## src/sv/bglu_pkg.sv

```systemverilog
// ---------------------------------------------------------------------------
// bglu_pkg
// Shared types and codes for the binary GCD / LCM unit.
// ---------------------------------------------------------------------------
package bglu_pkg;

	// opcode carried in the input tuser
	localparam logic OP_GCD = 1'b0;
	localparam logic OP_LCM = 1'b1;

	typedef enum logic [3:0] {
		ST_IDLE,
		ST_CHECK,
		ST_STRIP2,
		ST_STRIPA,
		ST_STRIPB,
		ST_SUB,
		ST_SCALE,
		ST_DIV,
		ST_MUL,
		ST_FINISH
	} bglu_state_t;

	// divider status toward the sequencer
	typedef struct packed {
		logic busy;
		logic done;
	} div_stat_t;

endpackage

```

## src/sv/bglu_divider.sv

```systemverilog
// ---------------------------------------------------------------------------
// bglu_divider
// Restoring divider, one quotient bit per cycle. Quotient holds after done.
// ---------------------------------------------------------------------------
module bglu_divider #(
	parameter int OPERAND_BITS = 31
) (
	input  logic                    clk,
	input  logic                    arst_n,
	input  logic                    start,
	input  logic [OPERAND_BITS-1:0] dividend,
	input  logic [OPERAND_BITS-1:0] divisor,
	output logic [OPERAND_BITS-1:0] quotient,
	output bglu_pkg::div_stat_t     stat
);

	localparam int W    = OPERAND_BITS;
	localparam int CNTW = $clog2(W + 1);

	logic [W:0]      rem_q;
	logic [W-1:0]    quo_q;
	logic [W-1:0]    den_q;
	logic [CNTW-1:0] cnt_q;
	logic            busy_q;
	logic            done_q;
	logic [W:0]      shifted;
	logic [W:0]      trial;

	assign shifted = {rem_q[W-1:0], quo_q[W-1]};
	assign trial   = shifted - {1'b0, den_q};

	always_ff @(posedge clk or negedge arst_n) begin
		if (!arst_n) begin
			busy_q <= 1'b0;
			done_q <= 1'b0;
			cnt_q  <= '0;
		end else begin
			done_q <= 1'b0;
			if (start) begin
				busy_q <= 1'b1;
				cnt_q  <= CNTW'(W);
			end else if (busy_q) begin
				cnt_q <= cnt_q - CNTW'(1);
				if (cnt_q == CNTW'(1)) begin
					busy_q <= 1'b0;
					done_q <= 1'b1;
				end
			end
		end
	end

	always_ff @(posedge clk) begin
		if (start) begin
			rem_q <= '0;
			quo_q <= dividend;
			den_q <= divisor;
		end else if (busy_q) begin
			if (!trial[W]) begin
				rem_q <= trial;
				quo_q <= {quo_q[W-2:0], 1'b1};
			end else begin
				rem_q <= shifted;
				quo_q <= {quo_q[W-2:0], 1'b0};
			end
		end
	end

	assign quotient  = quo_q;
	assign stat.busy = busy_q;
	assign stat.done = done_q;

endmodule

```

## src/sv/binary_gcd_lcm_unit_top.sv

```systemverilog
// ---------------------------------------------------------------------------
// binary_gcd_lcm_unit_top
// GCD by Stein's binary method, LCM as (a / gcd) * b, one item at a time.
// ---------------------------------------------------------------------------
// channel   dir  tdata                         tuser
// s_axis    in   operand_a, operand_b          opcode
// m_axis    out  answer (2*OPERAND_BITS bits)  -
//
// GCD: a zero operand goes from the check straight to the finish state, else
// common twos are stripped, then each round shifts and subtracts (subtract,
// odd test). LCM: the GCD, then a divider run and a multiply step; a zero
// operand finishes as for GCD. s_axis_tready is high only when idle.
// The result register frees the sequencer; it stalls in its last state only
// while an earlier answer is still not taken. Reset clears control state only.
// ---------------------------------------------------------------------------
module binary_gcd_lcm_unit_top #(
	parameter int OPERAND_BITS = 31
) (
	input  logic clk,
	input  logic arst_n,
	input  logic s_axis_tvalid,
	output logic s_axis_tready,
	// operand_a, operand_b, zero pad
	input  logic [8*((2*OPERAND_BITS+7)/8)-1:0] s_axis_tdata,
	// opcode
	input  logic [0:0] s_axis_tuser,
	output logic m_axis_tvalid,
	input  logic m_axis_tready,
	// answer, zero pad
	output logic [8*((2*OPERAND_BITS+7)/8)-1:0] m_axis_tdata
);

	localparam int W     = OPERAND_BITS;
	localparam int DW    = 8 * ((2 * W + 7) / 8);
	localparam int TWOSW = $clog2(W);

	bglu_pkg::bglu_state_t state_q, state_d;
	bglu_pkg::div_stat_t   div_stat;

	logic [W-1:0]     x_q, y_q, ia_q, ib_q;
	logic [TWOSW-1:0] twos_q;
	logic             op_q;
	logic [2*W-1:0]   res_q, ans_q;
	logic             out_valid_q;
	logic             div_start;
	logic             load_out;
	logic [W-1:0]     quot;
	logic [W-1:0]     gcd_val;
	logic             x_gt_y;
	logic [W-1:0]     diff;

	// compare/subtract unit for the subtract step
	assign x_gt_y  = x_q > y_q;
	assign diff    = x_gt_y ? (x_q - y_q) : (y_q - x_q);
	assign gcd_val = x_q << twos_q;

	always_ff @(posedge clk or negedge arst_n) begin
		if (!arst_n) begin
			state_q <= bglu_pkg::ST_IDLE;
		end else begin
			state_q <= state_d;
		end
	end

	always_comb begin
		state_d       = state_q;
		s_axis_tready = 1'b0;
		div_start     = 1'b0;
		load_out      = 1'b0;
		unique case (state_q)
			bglu_pkg::ST_IDLE: begin
				s_axis_tready = 1'b1;
				if (s_axis_tvalid) state_d = bglu_pkg::ST_CHECK;
			end
			bglu_pkg::ST_CHECK: begin
				if (x_q == '0 || y_q == '0) state_d = bglu_pkg::ST_FINISH;
				else                        state_d = bglu_pkg::ST_STRIP2;
			end
			bglu_pkg::ST_STRIP2: begin
				if (x_q[0] | y_q[0]) state_d = bglu_pkg::ST_STRIPA;
			end
			bglu_pkg::ST_STRIPA: begin
				if (x_q[0]) state_d = bglu_pkg::ST_STRIPB;
			end
			bglu_pkg::ST_STRIPB: begin
				if (y_q == '0)   state_d = bglu_pkg::ST_SCALE;
				else if (y_q[0]) state_d = bglu_pkg::ST_SUB;
			end
			bglu_pkg::ST_SUB: begin
				state_d = bglu_pkg::ST_STRIPB;
			end
			bglu_pkg::ST_SCALE: begin
				if (op_q == bglu_pkg::OP_LCM) begin
					div_start = 1'b1;
					state_d   = bglu_pkg::ST_DIV;
				end else begin
					state_d = bglu_pkg::ST_FINISH;
				end
			end
			bglu_pkg::ST_DIV: begin
				if (div_stat.done) state_d = bglu_pkg::ST_MUL;
			end
			bglu_pkg::ST_MUL: begin
				state_d = bglu_pkg::ST_FINISH;
			end
			bglu_pkg::ST_FINISH: begin
				if (!out_valid_q || m_axis_tready) begin
					load_out = 1'b1;
					state_d  = bglu_pkg::ST_IDLE;
				end
			end
			default: state_d = bglu_pkg::ST_IDLE;
		endcase
	end

	// datapath registers
	always_ff @(posedge clk) begin
		unique case (state_q)
			bglu_pkg::ST_IDLE: begin
				if (s_axis_tvalid) begin
					op_q   <= s_axis_tuser[0];
					x_q    <= s_axis_tdata[W-1:0];
					y_q    <= s_axis_tdata[2*W-1:W];
					ia_q   <= s_axis_tdata[W-1:0];
					ib_q   <= s_axis_tdata[2*W-1:W];
					twos_q <= '0;
				end
			end
			bglu_pkg::ST_CHECK: begin
				// gcd(0,x) = x; lcm with a zero operand is 0
				if (op_q == bglu_pkg::OP_LCM) res_q <= '0;
				else                          res_q <= (2*W)'(x_q | y_q);
			end
			bglu_pkg::ST_STRIP2: begin
				if (!(x_q[0] | y_q[0])) begin
					x_q    <= x_q >> 1;
					y_q    <= y_q >> 1;
					twos_q <= twos_q + TWOSW'(1);
				end
			end
			bglu_pkg::ST_STRIPA: begin
				if (!x_q[0]) x_q <= x_q >> 1;
			end
			bglu_pkg::ST_STRIPB: begin
				if (y_q != '0 && !y_q[0]) y_q <= y_q >> 1;
			end
			bglu_pkg::ST_SUB: begin
				if (x_gt_y) x_q <= y_q;
				y_q <= diff;
			end
			bglu_pkg::ST_SCALE: begin
				res_q <= (2*W)'(gcd_val);
			end
			bglu_pkg::ST_MUL: begin
				res_q <= (2*W)'(quot) * (2*W)'(ib_q);
			end
			default: ;
		endcase
	end

	bglu_divider #(
		.OPERAND_BITS(OPERAND_BITS)
	) u_div (
		.clk      (clk),
		.arst_n   (arst_n),
		.start    (div_start),
		.dividend (ia_q),
		.divisor  (gcd_val),
		.quotient (quot),
		.stat     (div_stat)
	);

	// output register
	always_ff @(posedge clk or negedge arst_n) begin
		if (!arst_n) begin
			out_valid_q <= 1'b0;
		end else if (load_out) begin
			out_valid_q <= 1'b1;
		end else if (m_axis_tready) begin
			out_valid_q <= 1'b0;
		end
	end

	always_ff @(posedge clk) begin
		if (load_out) ans_q <= res_q;
	end

	assign m_axis_tvalid = out_valid_q;
	assign m_axis_tdata  = DW'(ans_q);

	a_one_at_a_time: assert property (@(posedge clk) disable iff (!arst_n)
		(s_axis_tvalid && s_axis_tready) |=> !s_axis_tready)
		else $error("accepted a new item while busy");

	a_div_idle_on_start: assert property (@(posedge clk) disable iff (!arst_n)
		div_start |-> !div_stat.busy)
		else $error("divider started while busy");

	a_sub_odd: assert property (@(posedge clk) disable iff (!arst_n)
		(state_q == bglu_pkg::ST_SUB) |-> (x_q[0] && y_q[0]))
		else $error("subtract step on an even operand");

	a_div_done_state: assert property (@(posedge clk) disable iff (!arst_n)
		div_stat.done |-> (state_q == bglu_pkg::ST_DIV))
		else $error("divider finished outside its wait state");

endmodule

```

## config.mk

```make
export PLATFORM = sky130hd
export DESIGN_NAME = binary_gcd_lcm_unit_top
export DESIGN_NICKNAME = d
export VERILOG_FILES = /design/src/sv/bglu_pkg.sv /design/src/sv/bglu_divider.sv /design/src/sv/binary_gcd_lcm_unit_top.sv
export SDC_FILE = /design/constraint.sdc
export NUM_CORES = 2
export LEC_CHECK = 0
export ABC_CLOCK_PERIOD_IN_PS = 7000
export BUFFER_PORTS_ARGS = -buffer_cell sky130_fd_sc_hd__buf_2
export CORE_UTILIZATION = 60
export CTS_CLUSTER_DIAMETER = 60
export DETAILED_ROUTE_END_ITERATION = 6
export HOLD_SLACK_MARGIN = 0.1
export PLACE_DENSITY = 0.8
export SYNTH_ARGS = -nofsm -noshare
export SYNTH_HDL_FRONTEND = slang
export SYNTH_HIERARCHICAL = 1
export SYNTH_SLANG_ARGS = --single-unit
```

## constraint.sdc

```tcl
create_clock -name clk -period 7 [get_ports clk]
set_input_delay 1.4 -clock clk [delete_from_list [all_inputs] [get_ports clk]]
set_output_delay 1.4 -clock clk [all_outputs]
set_load 0.005 [all_outputs]
```

==> flow_metrics.py <==
metrics = {
    "setup_path": {
        "startpoint_type": "register",
        "kind_of_cell_adding_the_most_delay_to_the_critical_path": "adder cells",
        "crit_required_ps": 7280,
        "critical_path_class": "reg -> reg",
        "critPathBufInv": 8,
        "worst-path-max-fanout": 6,
        "setup_slack_reg_to_reg_ps": -650,
        "path_common_cell": "fa_1",
        "crit_path_end_kind": "register",
        "critical_path_arrival_ps": 7930,
        "worst-path-stages": 26,
        "critical_path.reg2reg.endpoint": "res_q[60]",
        "reg2reg_from": "u_div/quotient[11]",
        "worstSetupEndpoint": "res_q[60]",
        "critical_path.max_stage_delay_ps": 600,
        "beginning_of_the_critical_path": "u_div/quotient[11]",
        "rr_worst_depth": 26,
        "critical_path.slowest_cell": "fa_1",
    },
    "finish": {
        "layout.cells.non_filler": 6953,
        "final_layout_size_suffix_gt1_share_pct": 17.9,
        "area.growth.synth_to_final_pct": 15.8,
        "finish.net_count": 7064,
    },
    "clock_tree": {
        "tritoncts": "yes",
        "ctsHtreeMaxLevel": 2,
        "post_cts_hold_buffer_count": 0,
        "number_of_sinks_driven_by_the_clock_tree": 359,
        "clk_transition_reported_paths_ps": 60,
        "worstSkewPairLatency_ps": 560,
        "cts_made_buffers": 39,
        "cts_root_buf": "clkbuf_16",
        "clock_path_buffers": 3,
    },
    "routing": {
        "post-route-drc-count": 8,
        "antenna_violating_nets_post_route": 0,
        "drt_first_pass_iters": 7,
        "detail_route.vias_per_cell": 5.99,
        "drt_iter0_drc": 4826,
        "wl_per_cell_um": 22.8,
        "detail_route.wirelength_um": 159000,
        "num_vias": 41700,
    },
    "die": {
        "die_w_um": 297,
        "die_height_um": 297,
        "floorplan.initialDensity_pct": 60.9,
        "dieArea_mm2": 0.0880,
        "top_level_ports": 135,
        "fp.coreArea_mm2": 0.0855,
        "num_rows": 107,
    },
    "placed_design": {
        "place_congestion": 1.02,
        "place.detailed.instances": 6808,
        "io_buffers": 130,
        "dp.final_hpwl_um": 123000,
    },
    "timing": {
        "final.setup_skew_ps": 30.2,
        "final-hold-violation-count": 0,
        "final-max-slew-violation-count": 0,
        "maxClockFrequency_ghz": 0.131,
        "setup_violations": 40,
        "final.hold.worst_slack_ps": 415,
        "timing.max_slew.rel_slack_pct": 34.0,
        "setup_repair_after_global_routing_missed_its_margin": "yes",
        "final_period_minus_worst_setup_slack_ps": 7650,
        "period_share_pct": 109,
        "final.setup.worst_slack_ps": -654,
        "timing_worst_slew_pin_value_ps": 990,
    },
    "global_routing": {
        "grt_pass1_vias": 43300,
        "grt_max_degree": 73,
        "grt_antenna_before_repair": 11,
        "grt_pass1_wl_um": 243000,
        "global_route.overflow_total": 0,
        "grt.total_usage_pct": 36.5,
    },
    "synth": {
        "syn_warnings": 6,
        "mean_syn_cell_area_um2": 9.65,
        "synthesis.area_mm2": 0.0521,
        "post_synth_inst_count": 5398,
    },
    "run": {
        "cap_violations": 0,
    },
    "run_status": {
        "status": "complete, but fails checks",
        "failed_checks": "DRC, setup timing",
    },
    "hold_path": {
        "worstHoldPathType": "reg -> reg",
    },
}
[worst min path at each step]
stage,from,end,cells past startpoint
2_1_floorplan,res_q[0],ans_q[0],0
6_report,res_q[10],ans_q[10],0
3_5_place_dp,res_q[58],ans_q[58],0
4_1_cts,res_q[10],ans_q[10],0
3_3_place_gp,res_q[35],ans_q[35],0
5_1_grt,res_q[39],ans_q[39],0
[worst reg2reg max path, cell delays in order (launching register included)]
cell and delay (ps):
edfxtp_1 530, buf_6 210, buf_12 130, and2_4 140, fa_1 540, inv_2 40, fa_1 490, inv_2 40
fa_1 510, fa_1 600, fa_1 470, fa_1 490, fa_1 600, fa_1 470, ha_4 300, buf_6 100
buf_4 120, nand4_1 190, nor4_2 390, a21oi_2 90, nand2_2 130, buf_6 120, a31oi_4 70, buf_6 150
o41ai_4 270, xnor2_1 170, nor2_1 60
[metrics by stage]
stage                     utilization (%)  setup slack, ps  cell area [um^2]  setup TNS (ps)
after floorplan                         -            -13.2             52100           -13.2
after global placement               66.6             -821             57000          -18690
after detailed placement             66.6             -873             57000          -21260
after CTS                            69.7             -551             59600          -13600
after global routing                 70.5             -866             60300          -24410
final                                70.5             -654             60300          -16830
[state kept, by name, summed over array words and instances, names as in the netlist, 5 cells and up]
register / cells
ans_q: 62
ia_q: 31
ib_q: 31
res_q: 62
twos_q: 5
u_div/cnt_q: 5
u_div/den_q: 31
u_div/quotient: 31
u_div/rem_q: 31
x_q: 31
y_q: 31
[final cells by class]
class,instances,area (um^2)
Timing Repair Buffer,650,5600
Clock inverter,22,315
Sequential cell,359,10400
Tap cell,1144,1430
Clock buffer,48,1030
Multi-Input combinational cell,3774,38000
Inverter,950,3570
Fill cell,6023,25200
Antenna cell,6,15.0
[cells in the final DEF (no fill, tap or decap), drive strengths merged, types with 27 or more instances in the layout]
cell / n
inv: 953
fa: 840
nand2: 666
buf: 646
and2: 513
ha: 381
edfxtp: 316
nor2: 216
a21oi: 182
o21ai: 150
xnor2: 90
mux2i: 56
clkbuf: 52
mux2: 45
a21o: 39
nand2b: 35
nand4: 35
a22oi: 34
o221ai: 34
xor2: 32
dfxtp: 31
a222oi: 29
o21bai: 29
nand3: 28
nor4: 27
[routing by layer]
metal | global-route usage (%) | share of wire (%) | up-vias
met1 | 47.3 | 37 | 20800
met5 | 0 | 0 | -
met4 | 19.4 | 6.2 | 0
met3 | 7.95 | 11 | 522
met2 | 57.7 | 46 | 2378
li1 | - | - | 18000
[what timing repair did]
item,in CTS,in global routing
gates cloned,2,4
pin swaps,117,76
buffers inserted,48,18
gates resized for setup,195,129
endpoints found under the setup margin,40,42
Power is not shown: default switching activity piles up to over one toggle a cycle in this logic, so the estimate is an artifact.
